**config.mk**
```make
export PLATFORM = sky130hd
export DESIGN_NAME = async_hdlc_deframer_fcs16
export DESIGN_NICKNAME = d
export VERILOG_FILES = /design/src/rtl/ahdlc_pkg.sv /design/src/rtl/ahdlc_crc16.sv /design/src/rtl/ahdlc_unstuff.sv /design/src/rtl/async_hdlc_deframer_fcs16.sv
export VERILOG_INCLUDE_DIRS = /design/src /design/src/rtl
export SDC_FILE = /design/constraint.sdc
export NUM_CORES = 1
export LEC_CHECK = 0
export BUFFER_PORTS_ARGS = -buffer_cell sky130_fd_sc_hd__buf_2
export CAP_MARGIN = 0
export CORE_ASPECT_RATIO = 0.7
export CORE_MARGIN = 1
export CORE_UTILIZATION = 50
export DETAILED_ROUTE_END_ITERATION = 6
export HOLD_SLACK_MARGIN = 0.06
export MAX_ROUTING_LAYER = met4
export PLACE_DENSITY = 0.73
export SLEW_MARGIN = 10
export SYNTH_ARGS = -nofsm -noshare
export SYNTH_HDL_FRONTEND = slang
export SYNTH_SLANG_ARGS = --single-unit
```
**constraint.sdc**
```tcl
create_clock -name clk -period 2.9 [get_ports clk]
set_clock_uncertainty 0.2 [all_clocks]
set_input_delay 0.435 -clock clk [delete_from_list [all_inputs] [get_ports clk]]
set_output_delay 0.435 -clock clk [all_outputs]
set_load 0.005 [all_outputs]
```
**src/rtl/assert_macros.svh**
```systemverilog
// Assertion helpers for the RTL.
`ifndef ASSERT_MACROS_SVH
`define ASSERT_MACROS_SVH

// Checked on every clk edge outside reset.
`define ASSERT_CLK(label, prop, msg) \
  label: assert property (@(posedge clk) disable iff (!rst_n) prop) else $error(msg);

// Checked on every clk edge, reset included.
`define ASSERT_ALWAYS(label, prop, msg) \
  label: assert property (@(posedge clk) prop) else $error(msg);

`endif

```
**src/rtl/ahdlc_pkg.sv**
```systemverilog
package ahdlc_pkg;

  localparam logic [7:0]  FLAG_BYTE = 8'h7E;
  localparam logic [7:0]  ESC_BYTE  = 8'h7D;
  localparam logic [7:0]  ESC_XOR   = 8'h20;
  localparam logic [15:0] FCS_POLY  = 16'h8408;
  localparam logic [15:0] FCS_INIT  = 16'hFFFF;
  localparam logic [15:0] FCS_GOOD  = 16'hF0B8;

  localparam int unsigned LEN_W = 12;
  localparam logic [LEN_W-1:0] LEN_MAX = {LEN_W{1'b1}};

  localparam logic [LEN_W-1:0] MIN_FRAME_RST = 12'd4;
  localparam logic [LEN_W-1:0] MAX_FRAME_RST = 12'd2048;

  typedef enum logic [0:0] {
    CFG_MIN_FRAME = 1'b0,
    CFG_MAX_FRAME = 1'b1
  } cfg_idx_t;

  typedef enum logic [1:0] {
    PH_IDLE = 2'd0,
    PH_RECV = 2'd1,
    PH_ESC  = 2'd2
  } phase_t;

  typedef enum logic [2:0] {
    ST_OK    = 3'd0,
    ST_FCS   = 3'd1,
    ST_SHORT = 3'd2,
    ST_LONG  = 3'd3,
    ST_ABORT = 3'd4
  } status_t;

  typedef enum logic [0:0] {
    KIND_DATA = 1'b0,
    KIND_END  = 1'b1
  } kind_t;

  typedef struct packed {
    kind_t            kind;
    logic [7:0]       data;
    status_t          status;
    logic [LEN_W-1:0] length;
  } result_t;

endpackage

```
**src/rtl/ahdlc_crc16.sv**
```systemverilog
module ahdlc_crc16 (
  input  logic [15:0] crc_in,
  input  logic [7:0]  data_in,
  output logic [15:0] crc_out
);
  import ahdlc_pkg::*;

  // reflected CRC, one bit per step, LSB first
  always_comb begin
    logic [15:0] c;
    c = crc_in ^ {8'h00, data_in};
    for (int i = 0; i < 8; i++) begin
      if (c[0]) begin
        c = (c >> 1) ^ FCS_POLY;
      end else begin
        c = c >> 1;
      end
    end
    crc_out = c;
  end

endmodule

```
**src/rtl/ahdlc_unstuff.sv**
```systemverilog
module ahdlc_unstuff (
  input  logic                    clk,
  input  logic                    rst_n,
  input  logic                    fire,
  input  logic [7:0]              rx_byte,
  input  logic [ahdlc_pkg::LEN_W-1:0] min_len,
  input  logic [ahdlc_pkg::LEN_W-1:0] lim_len,
  output logic                    has_res,
  output ahdlc_pkg::result_t      res
);
  import ahdlc_pkg::*;

  phase_t           phase_r, phase_nxt;
  logic [LEN_W-1:0] count_r, count_nxt;
  logic [15:0]      fcs_r, fcs_nxt;

  logic [7:0]  data_byte;
  logic [15:0] fcs_upd;

  assign data_byte = (phase_r == PH_ESC) ? (rx_byte ^ ESC_XOR) : rx_byte;

  ahdlc_crc16 u_crc (
    .crc_in  (fcs_r),
    .data_in (data_byte),
    .crc_out (fcs_upd)
  );

  always_ff @(posedge clk) begin
    if (!rst_n) begin
      phase_r <= PH_IDLE;
      count_r <= '0;
      fcs_r   <= FCS_INIT;
    end else if (fire) begin
      phase_r <= phase_nxt;
      count_r <= count_nxt;
      fcs_r   <= fcs_nxt;
    end
  end

  always_comb begin
    logic take;
    logic [2:0] end_st;
    logic is_end;
    phase_nxt = phase_r;
    count_nxt = count_r;
    fcs_nxt   = fcs_r;
    take      = 1'b0;
    is_end    = 1'b0;
    end_st    = ST_OK;
    has_res   = 1'b0;
    res       = '0;

    unique case (phase_r)
      PH_RECV: begin
        if (rx_byte == ESC_BYTE) begin
          phase_nxt = PH_ESC;
        end else if (rx_byte == FLAG_BYTE) begin
          is_end = 1'b1;
          if (count_r < min_len) begin
            end_st = ST_SHORT;
          end else if (fcs_r == FCS_GOOD) begin
            end_st = ST_OK;
          end else begin
            end_st = ST_FCS;
          end
        end else begin
          take = 1'b1;
        end
      end
      PH_ESC: begin
        if (rx_byte == FLAG_BYTE) begin
          is_end = 1'b1;
          end_st = ST_ABORT;
        end else begin
          take = 1'b1;
        end
      end
      default: begin
        count_nxt = '0;
        if (rx_byte == FLAG_BYTE) begin
          phase_nxt = PH_RECV;
          fcs_nxt   = FCS_INIT;
        end else begin
          phase_nxt = PH_IDLE;
        end
      end
    endcase

    // data past the length limit closes the frame instead
    if (take && count_r >= lim_len) begin
      take   = 1'b0;
      is_end = 1'b1;
      end_st = ST_LONG;
    end

    if (take) begin
      phase_nxt  = PH_RECV;
      count_nxt  = count_r + 1'b1;
      fcs_nxt    = fcs_upd;
      has_res    = 1'b1;
      res.kind   = KIND_DATA;
      res.data   = data_byte;
      res.status = ST_OK;
      res.length = '0;
    end else if (is_end) begin
      phase_nxt  = PH_IDLE;
      has_res    = 1'b1;
      res.kind   = KIND_END;
      res.data   = '0;
      res.status = status_t'(end_st);
      res.length = count_r;
    end
  end

endmodule

```
**src/rtl/async_hdlc_deframer_fcs16.sv**
```systemverilog
// Async HDLC receive deframer with FCS-16 check.
// Input channel: one raw line byte per word (in_valid / in_stall / in_rx_byte).
// Output channel: one word per unstuffed data byte (out_kind = 0) and one
// end-of-frame word per closing flag, abort or overlength (out_kind = 1,
// with out_frame_status and out_frame_length).
// Flags outside a frame, escape bytes and dropped idle bytes make no word.
// Config: cfg_wr_en writes cfg_wdata into min (index 0) or max (index 1)
// frame length; write only while the block is idle.
// Path: a byte is registered on accept, then decoded, CRC-updated and written
// to the output register, where its word becomes valid and waits to be taken.
// Throughput: one byte per cycle while the output word is not held, set by the
// combinational decode plus bytewise CRC update between the input and output
// registers.
// Stall: out_stall holds the output word; the input register keeps taking a
// byte that makes no word, and in_stall rises only when a byte that makes a
// word is waiting behind a held output word.
// Reset (rst_n low, synchronous): both registers empty, deframer idle,
// length limits back to 4 and 2048.
module async_hdlc_deframer_fcs16 #(
  parameter int unsigned MAX_FRAME = 2048
) (
  input  logic                        clk,
  input  logic                        rst_n,
  input  logic                        in_valid,
  output logic                        in_stall,
  input  logic [7:0]                  in_rx_byte,
  output logic                        out_valid,
  input  logic                        out_stall,
  output logic                        out_kind,
  output logic [7:0]                  out_byte,
  output logic [2:0]                  out_frame_status,
  output logic [ahdlc_pkg::LEN_W-1:0] out_frame_length,
  input  logic                        cfg_wr_en,
  input  logic [0:0]                  cfg_index,
  input  logic [ahdlc_pkg::LEN_W-1:0] cfg_wdata
);
  import ahdlc_pkg::*;

  localparam logic [LEN_W-1:0] LIM_CAP =
    (MAX_FRAME < LEN_MAX) ? LEN_W'(MAX_FRAME) : LEN_MAX;

  logic [LEN_W-1:0] min_len_r, max_len_r;
  logic [LEN_W-1:0] lim_len;

  logic       in_valid_r;
  logic [7:0] in_byte_r;

  logic    out_valid_r;
  result_t out_res_r;

  logic    has_res;
  result_t res;
  logic    out_free;
  logic    fire;

  assign lim_len  = (max_len_r < LIM_CAP) ? max_len_r : LIM_CAP;
  assign out_free = !out_valid_r || !out_stall;
  assign fire     = in_valid_r && (!has_res || out_free);
  assign in_stall = in_valid_r && !fire;

  always_ff @(posedge clk) begin
    if (!rst_n) begin
      min_len_r <= MIN_FRAME_RST;
      max_len_r <= MAX_FRAME_RST;
    end else if (cfg_wr_en) begin
      unique case (cfg_idx_t'(cfg_index))
        CFG_MIN_FRAME: min_len_r <= cfg_wdata;
        CFG_MAX_FRAME: max_len_r <= cfg_wdata;
        default: ;
      endcase
    end
  end

  always_ff @(posedge clk) begin
    if (!rst_n) begin
      in_valid_r <= 1'b0;
    end else if (!in_stall) begin
      in_valid_r <= in_valid;
    end
  end

  always_ff @(posedge clk) begin
    if (in_valid && !in_stall) begin
      in_byte_r <= in_rx_byte;
    end
  end

  ahdlc_unstuff u_unstuff (
    .clk     (clk),
    .rst_n   (rst_n),
    .fire    (fire),
    .rx_byte (in_byte_r),
    .min_len (min_len_r),
    .lim_len (lim_len),
    .has_res (has_res),
    .res     (res)
  );

  always_ff @(posedge clk) begin
    if (!rst_n) begin
      out_valid_r <= 1'b0;
    end else if (out_free) begin
      out_valid_r <= fire && has_res;
    end
  end

  always_ff @(posedge clk) begin
    if (out_free && fire && has_res) begin
      out_res_r <= res;
    end
  end

  assign out_valid        = out_valid_r;
  assign out_kind         = out_res_r.kind;
  assign out_byte         = out_res_r.data;
  assign out_frame_status = out_res_r.status;
  assign out_frame_length = out_res_r.length;

`include "assert_macros.svh"

  `ASSERT_ALWAYS(a_rst_clears_out, !rst_n |=> !out_valid, "output valid after reset")
  `ASSERT_CLK(a_data_fields_zero, out_valid && out_kind == KIND_DATA |-> out_frame_status == ST_OK && out_frame_length == '0, "data word with status or length")
  `ASSERT_CLK(a_end_byte_zero, out_valid && out_kind == KIND_END |-> out_byte == 8'h00, "end word with nonzero byte")
  `ASSERT_CLK(a_len_capped, out_valid && out_kind == KIND_END |-> out_frame_length <= LIM_CAP, "frame length above cap")

endmodule

```
==> impl_metrics.json, run 1 <==
{
  "coreArea_mm2": 0.00811,
  "setup_viol": 0,
  "cts_root_buf": "clkbuf_16",
  "antenna_found_initial": 0,
  "boundaryPins": 52,
  "vias": 3435,
  "worst_pin_slew_ns": 0.884,
  "synth_area_mm2": 0.00431,
  "synth_warnings": 0,
  "fmax_mhz": 363,
  "grt_usage_pct": 24.5,
  "crit_path_max_fanout": 18,
  "firstDrtPassIters": 5,
  "switchingPower_w": 0.000631,
  "synthCells": 436,
  "start_kind": "flip-flop",
  "power_w": 0.00277,
  "postSynthAreaPerCell_um2": 9.89,
  "power.density_mw_per_mm2": 538,
  "dieArea_mm2": 0.00900,
  "swShare_pct": 22.7,
  "p_leak_nw": 2.06,
  "combPwrFrac_pct": 7.8,
  "intPower_w": 0.00214,
  "wl_per_cell_um": 16.4,
  "final_cell_mix": "75 x nand2_1, 56 x dfxtp_1, 51 x buf_2, 32 x edfxtp_1, 26 x ha_1",
  "finalWirelength_um": 9980,
  "die_h_um": 79.7,
  "port_buffers": 51,
  "power_frac_clock_pct": 44.5,
  "htreeDepth": 3,
  "synth_fp_nets": 488,
  "hold_violations": 0,
  "power_frac_seq_pct": 47.7,
  "finalHoldWorstSlack_ns": 0.0647,
  "synth_cell_types": 48,
  "clock_latency_ns": 0.35,
  "synth_edf_count": 32,
  "vdd_ir_drop_max_uv": 398,
  "rsz0062_at_grt": "no",
  "synth_flop_cell": "dfxtp_1",
  "cts_made_buffers": 9,
  "postLayoutCellArea_mm2": 0.00516,
  "timing.slew.headroom_pct": 40.9,
  "arrival_ns": 2.78,
  "nets": 555,
  "diodes": 0,
  "dp.final_hpwl_um": 7260,
  "grt_pass1_vias": 3269,
  "status": "completed",
  "clock-sinks": 88,
  "slew_violations": 0,
  "drtIter0Drc": 306,
  "num_rows": 27,
  "cts_buffer_depth": 2,
  "setup_tns_ns": 0,
  "via_per_inst": 5.64,
  "clk_pin_slew_ns": 0.06,
  "cp-end-kind": "flip-flop",
  "start_util_pct": 53.2,
  "grt_pass1_wl_um": 16300,
  "dieWidth_um": 113,
  "drv_cap": 0,
  "num-fill-cells": 676,
  "synth_seq_area_share_pct": 48.3,
  "drive_above_1_share_pct": 18.3,
  "fin_crit_ns": 2.75,
  "post_cts_buffers": 0,
  "overflow": 0,
  "gp_congestion": 0.868,
  "final_antenna_net_count": 0,
  "postPlaceCellArea_mm2": 0.00477,
  "async_reset_ff_share_pct": 0,
  "hp-class": "in -> reg",
  "cts_tree": "yes",
  "area_delta_synth_final_pct": 19.6,
  "worstSetupPathType": "reg -> reg",
  "cp.required_ns": 2.93,
  "final_common_cell": "nand2_1",
  "drc": 0,
  "grt_max_degree": 25,
  "synth_seq_cells": 88,
  "period_share_pct": 94.9
}
Yosys cell counts, drive strengths merged (15+ instances only):
library cell,number,share of area (%)
a21oi,24,2.8
ha,26,7.5
a21boi,15,2.6
xor2,15,3.0
nand2,75,6.5
nor2b,15,2.2
edfxtp,32,22
o22a,16,3.3
inv,19,1.7
nand2b,16,2.3
dfxtp,56,26
power groups by stage:
stage	logic (W)	clock network, W	registers, W
3_5_place_dp	0.000206	0	0.00135
2_1_floorplan	0.000141	0	0.00134
4_1_cts	0.000211	0.00125	0.00132
3_3_place_gp	0.000198	0	0.00135
5_1_grt	0.000240	0.00130	0.00133
6_report	0.000217	0.00123	0.00132
layer usage:
| metal | GRT usage (%) | vias to the layer above | share of wire [%] |
|---|---|---|---|
| met4 | 8.68 | 0 | 1.7 |
| met5 | - | - | 0 |
| met2 | 34.9 | 124 | 42 |
| met3 | 4.71 | 17 | 6.9 |
| met1 | 34.8 | 1616 | 50 |
| li1 | - | 1678 | - |
layout make-up:
| type | count | area, um^2 | area share, % |
|---|---|---|---|
| Clock buffer | 9 | 225 | 4.37 |
| Clock inverter | 7 | 96.3 | 1.87 |
| Inverter | 20 | 75.1 | 1.46 |
| Multi-Input combinational cell | 311 | 2110 | 40.9 |
| Sequential cell | 88 | 2080 | 40.4 |
| Tap cell | 101 | 126 | 2.45 |
| Timing Repair Buffer | 73 | 443 | 8.59 |
worst max-delay path, cell delays in order, from the launching register on:
cell	delay, ns
dfxtp_1	0.32
inv_2	0.15
nand2_1	0.09
ha_1	0.28
and4_1	0.23
a21o_1	0.19
nor4b_2	0.33
o21a_1	0.32
nand3_1	0.11
buf_4	0.21
o22a_1	0.20
registers in the layout (all words and copies together) (netlist names):
register and cells:
u_unstuff.fcs_r 16, max_len_r 12, min_len_r 12, out_frame_length 12, u_unstuff.count_r 12, in_byte_r 8
out_byte 8, out_frame_status 3, u_unstuff.phase_r 2, in_valid_r 1, out_kind 1, out_valid 1
kinds of logic (layout without fill, tap and decap cells):
group | Yosys count | after routing | share of synthesized area [%]
AOI/OAI and AO/OA | 89 | 89 | 14.7
muxes | 10 | 10 | 2.32
DFF | 88 | 88 | 48.3
and+or+nand+nor | 161 | 161 | 18.7
adders and majority gates | 26 | 26 | 7.54
buffers and inverters | 37 | 109 | 3.45
xor gates and xnor gates | 25 | 25 | 5.08
repair_timing:
| action | in CTS | in global routing |
|---|---|---|
| endpoints found under the setup margin | 0 | 30 |
| hold endpoints to repair | 2 | 2 |
| hold buffers | 2 | 2 |
| resized for setup | 0 | 4 |
final timing paths:
check | from | end | slack [ns] | cells after the start
worst max-delay path | max_len_r[11] | u_unstuff.fcs_r[6] | 0.15 | 10
worst min register to register | min_len_r[11] | min_len_r[11] | 0.26 | 2
worst max register to register | max_len_r[11] | u_unstuff.fcs_r[6] | 0.15 | 10
worst min-delay path | in_rx_byte[2] | in_byte_r[2] | 0.06 | 1
through the flow:
step / setup slack [ns] / utilization [%] / std cells
2_1_floorplan: 0.116 / - / 436
3_3_place_gp: 0.192 / 58.8 / 589
3_5_place_dp: 0.00966 / 58.8 / 589
4_1_cts: 0.00248 / 63.1 / 607
5_1_grt: 0.00418 / 63.6 / 609
6_report: 0.147 / 63.6 / 609
No activity file was read; power rests on OpenSTA's default activity.
==> inputs of run 2 (changes only) <==
Settings changed: PLACE_DENSITY 0.73 to 0.82.
==> run 2 against run 1 <==
  * Via count grew 1.2%
  * Combinational power grew 2%
  * Core utilization decreased by 0.32 points
  * Global-route usage rose by 1.0 points
  * Maximum frequency down 2.1%
  * Wire length is 5.6% higher
  * Worst setup slack lost 0.058 ns
  * Cell count unchanged
  * Clock power hardly changed
  * Critical path type is now reg -> out
  * Largest cell class unchanged
  * Largest power group unchanged
==> impl_metrics.json, run 2 (synthesized netlist as in run 1, its figures left out) <==
{
  "status": "completed",
  "r2r_setup_slack_ns": 0.13,
  "cp-end-kind": "primary output",
  "hp-class": "in -> reg",
  "worstSetupPathType": "reg -> out",
  "p_leak_nw": 2.06,
  "top_register": "u_unstuff.fcs_r",
  "arrival_ns": 2.18,
  "dp.final_hpwl_um": 7570,
  "clk_pin_slew_ns": 0.06,
  "swShare_pct": 22.2,
  "dieArea_mm2": 0.00900,
  "final_cell_mix": "75 x nand2_1, 56 x dfxtp_1, 51 x buf_2, 32 x edfxtp_1, 26 x ha_1",
  "final_common_cell": "nand2_1",
  "clock-sinks": 88,
  "port_buffers": 51,
  "final_antenna_net_count": 0,
  "num-fill-cells": 664,
  "fmax_mhz": 356,
  "grt_pass1_vias": 3352,
  "num_rows": 27,
  "grt_max_degree": 25,
  "nets": 555,
  "drive_above_1_share_pct": 18.3,
  "gp_congestion": 0.905,
  "period_share_pct": 96.9,
  "overflow": 0,
  "firstDrtPassIters": 5,
  "vias": 3476,
  "hold_violations": 0,
  "drtIter0Drc": 210,
  "grt_usage_pct": 25.5,
  "clock_latency_ns": 0.34,
  "largest_reg_flops": 16,
  "intPower_w": 0.00214,
  "worst_pin_slew_ns": 0.915,
  "cts_root_buf": "clkbuf_16",
  "slew_violations": 0,
  "htreeDepth": 3,
  "finalWirelength_um": 10500,
  "dieWidth_um": 113,
  "critPathLaunch": "in_byte_r[7]",
  "drv_cap": 0,
  "cp.required_ns": 2.27,
  "final_core_util_pct": 63.3,
  "start_kind": "flip-flop",
  "endpoint": "in_stall",
  "area_delta_synth_final_pct": 19.0,
  "drc": 0,
  "vdd_ir_drop_max_uv": 250,
  "fin_crit_ns": 2.81,
  "cts_hold_buffers": 0,
  "ff2ff_path_depth": 10,
  "dp.cells": 590,
  "switchingPower_w": 0.000610,
  "worstReg2RegStart": "u_unstuff.phase_r[0]",
  "crit_path_max_fanout": 3,
  "coreArea_mm2": 0.00811,
  "boundaryPins": 52,
  "start_util_pct": 53.2,
  "via_per_inst": 5.71,
  "power_frac_clock_pct": 43.8,
  "power.density_mw_per_mm2": 536,
  "cts_made_buffers": 9,
  "layoutNonFillerInstCount": 609,
  "worstReg2RegEnd": "u_unstuff.fcs_r[8]",
  "cts_buffer_depth": 2,
  "diodes": 0,
  "antenna_found_initial": 0,
  "wl_per_cell_um": 17.3,
  "grt_pass1_wl_um": 17000,
  "combPwrFrac_pct": 8.0,
  "die_h_um": 79.7,
  "cts_tree": "yes",
  "timing.slew.headroom_pct": 38.9,
  "setup_viol": 0,
  "power_frac_seq_pct": 48.2
}
==> run 2: cell type report <==
cell class	count	area, um^2	area share, %
repair buffers	73	433	8.44
clock inverters	4	68.8	1.34
flip-flops and latches	88	2080	40.6
inverters	20	78.8	1.54
multi-input cells	311	2100	41.0
clock buffers	12	236	4.61
well taps	101	126	2.46
==> run 2: timing repair <==
action | in CTS | in global routing
gates resized for setup | 0 | 3
endpoints found under the setup margin | 0 | 44
setup buffers | 0 | 3
==> run 2: critical path, stage by stage (launching register included) <==
cell and delay, ns:
edfxtp_1 0.44, nand2b_1 0.21, o41a_1 0.43, o211ai_1 0.38
nor2_1 0.21, buf_2 0.17
==> run 2: worst min-delay path by stage <==
stage	cells past startpoint	endpoint	slack [ns]	start
3_5_place_dp	2	max_len_r[0]	0.25	max_len_r[0]
5_1_grt	1	in_byte_r[5]	0.06	in_rx_byte[5]
4_1_cts	1	in_byte_r[4]	0.07	in_rx_byte[4]
2_1_floorplan	2	max_len_r[0]	0.23	max_len_r[0]
6_report	1	in_byte_r[4]	0.07	in_rx_byte[4]
3_3_place_gp	2	max_len_r[0]	0.24	max_len_r[0]
==> run 2: power groups by stage <==
stage	sequential [W]	combinational, W	clock (W)
after detailed placement	0.00135	0.000208	0
after CTS	0.00132	0.000211	0.00122
final	0.00132	0.000221	0.00121
after floorplan	0.00134	0.000141	0
after global placement	0.00135	0.000199	0
after global routing	0.00133	0.000245	0.00127
==> run 2: per-layer routing <==
layer  track usage [%]  up-vias  part of all wire (%)
met5                 -        -                     0
met4              6.97        0                   1.2
met3              6.68       16                   7.4
met2              38.0      136                    45
met1              34.5     1653                    46
li1                  -     1671                     -
==> run 2: stage by stage <==
step,power (W),worst slack (ns),cell area [um^2],TNS (ns),hold slack [ns]
6_report,0.00275,0.0889,5130,0,0.0695
5_1_grt,0.00284,-0.0342,5130,-0.269,0.0640
4_1_cts,0.00275,0.0533,5080,0,0.0691
3_5_place_dp,0.00156,0.0671,4780,0,0.250
3_3_place_gp,0.00155,0.192,4780,0,0.244
2_1_floorplan,0.00148,0.116,4320,0,0.232
==> inputs of run 3 (changes only) <==
Settings changed: CORE_MARGIN 1 to 5, CORE_UTILIZATION 50 to 35, PLACE_DENSITY 0.82 to default.
==> run 3 against run 2 <==
  * Combinational power shrank 4%
  * Via count shrank 4.8%
  * Non-clock buffer count is 1 lower
  * Sequential cell count unchanged
  * Critical path depth is the same
  * Register-to-register slack gained 0.10 ns
  * Global-route usage down 10 points
  * Core utilization down 20 points
  * Die area grew 63%
  * Cell count up 9.0%
==> impl_metrics.json, run 3 (synthesized netlist as in run 1, its figures left out) <==
{
  "grt_usage_pct": 15.1,
  "power.density_mw_per_mm2": 530,
  "overflow": 0,
  "fmax_mhz": 367,
  "dieWidth_um": 143,
  "slew_violations": 0,
  "setup_viol": 0,
  "antenna_found_initial": 0,
  "r2r_setup_slack_ns": 0.23,
  "largest_reg_flops": 16,
  "start_kind": "flip-flop",
  "cts_root_buf": "clkbuf_16",
  "dr_wl_met2_um": 4040,
  "worst_hold_path.num_cells": 1,
  "vias": 3310,
  "drc": 0,
  "p_leak_nw": 2.06,
  "worst_pin_slew_ns": 0.879,
  "dp.final_hpwl_um": 7920,
  "die_h_um": 103,
  "finalWirelength_um": 10300,
  "htreeDepth": 3,
  "postPlaceCellArea_mm2": 0.00486,
  "wl_met3_um": 702,
  "cts_hold_buffers": 0,
  "wl_per_cell_um": 15.5,
  "post_cts_buffers": 0,
  "start_util_pct": 36.3,
  "diodes": 0,
  "worst_path_max_delay_cell": "edfxtp_1",
  "area_delta_synth_final_pct": 20.3,
  "hold_end": "in_byte_r[4]",
  "cts_tree": "yes",
  "clock_latency_ns": 0.33,
  "firstDrtPassIters": 4,
  "hold_violations": 0,
  "cp.required_ns": 2.27,
  "cp-end-kind": "primary output",
  "clock-sinks": 88,
  "grt_pass1_vias": 3181,
  "drv_cap": 0,
  "vdd_ir_drop_max_uv": 277,
  "drtIter0Drc": 338,
  "worstReg2RegEnd": "u_unstuff.fcs_r[5]",
  "grt_pass1_wl_um": 16800,
  "arrival_ns": 2.09,
  "worstReg2RegStart": "max_len_r[11]",
  "coreArea_mm2": 0.0119,
  "setup_tns_ns": 0,
  "clk_pin_slew_ns": 0.06,
  "num_rows": 33,
  "cts_made_buffers": 9,
  "period_share_pct": 93.9,
  "maxUsedRoutingLayer": "met4",
  "gp_congestion": 0.842,
  "worstSetupPathType": "reg -> out",
  "met1Wirelength_um": 5510,
  "nets": 554,
  "path_cells": "nand2b_1, o41a_1, o211ai_1, nor2_1, buf_2",
  "grt_max_degree": 25,
  "cts_buffer_depth": 2,
  "crit_path_max_fanout": 3,
  "port_buffers": 51,
  "hold_path_startpoint": "in_rx_byte[4]",
  "drive_above_1_share_pct": 18.5,
  "final_common_cell": "nand2_1",
  "dieArea_mm2": 0.0147,
  "cts-resized-gates": 0,
  "final_cell_mix": "75 x nand2_1, 56 x dfxtp_1, 51 x buf_2, 32 x edfxtp_1, 26 x ha_1",
  "critical-path-max-stage-delay_ns": 0.44,
  "rsz0062_at_grt": "no",
  "boundaryPins": 52,
  "postLayoutCellArea_mm2": 0.00519,
  "hp-class": "in -> reg",
  "timing.slew.headroom_pct": 41.3,
  "top_register": "u_unstuff.fcs_r",
  "ff2ff_path_depth": 10,
  "final_antenna_net_count": 0,
  "fin_crit_ns": 2.72,
  "status": "completed",
  "via_per_inst": 4.98
}
==> run 3: cell count changes in the layout (fill, tap and decap cells not counted), sizes merged <==
cell	change
buf	-1
clkbuf	-2
inv	+1
clkinvlp	+1
==> run 3: through the flow <==
| step | utilization [%] | std cells | setup WS (ns) | power, W | hold WS, ns |
|---|---|---|---|---|---|
| after floorplan | - | 436 | 0.116 | 0.00148 | 0.232 |
| after global placement | 40.9 | 648 | 0.254 | 0.00155 | 0.251 |
| after detailed placement | 40.9 | 648 | 0.0940 | 0.00156 | 0.256 |
| after CTS | 43.5 | 664 | 0.0843 | 0.00277 | 0.0668 |
| after global routing | 43.6 | 664 | 0.0480 | 0.00285 | 0.0701 |
| final | 43.6 | 664 | 0.176 | 0.00275 | 0.0790 |
==> run 3: per-layer routing <==
metal	track usage (%)	up-vias
li1	-	1672
met1	23.4	1550
met2	19.0	80
met3	3.71	8
met4	3.87	0
met5	-	-
==> run 3: area by class of cell <==
type,count,area (um^2)
fill,1184,6710
multi-input combinational,311,2090
sequential,88,2080
timing repair buffer,72,425
clock buffer,10,229
tap,157,196
clock inverter,6,83.8
inverter,20,75.1
==> run 3: worst max path at each step <==
| stage | startpoint | endpoint | depth (start not counted) |
|---|---|---|---|
| final | in_byte_r[7] | in_stall | 5 |
| after global routing | max_len_r[11] | u_unstuff.fcs_r[12] | 10 |
| after CTS | max_len_r[11] | u_unstuff.count_r[1] | 9 |
| after detailed placement | max_len_r[11] | u_unstuff.count_r[1] | 9 |
| after global placement | max_len_r[11] | u_unstuff.count_r[0] | 9 |
| after floorplan | max_len_r[11] | u_unstuff.fcs_r[12] | 11 |
==> run 3: worst max-delay path, delay by kind of cell, from the launching register on <==
family / cells / cell delay, ns
AO/OA/AOI/OAI: 2 / 0.75
flip-flops: 1 / 0.44
AND/OR/NAND/NOR: 2 / 0.40
buffers and inverters: 1 / 0.17
==> run 3: power by group <==
part / total [W] / switching (W) / internal (W)
clock network: 0.00121 / 0.000462 / 0.000750
logic: 0.000213 / 0.000128 / 0.0000851
registers: 0.00132 / 0.0000217 / 0.00130
total: 0.00275 / 0.000611 / 0.00214
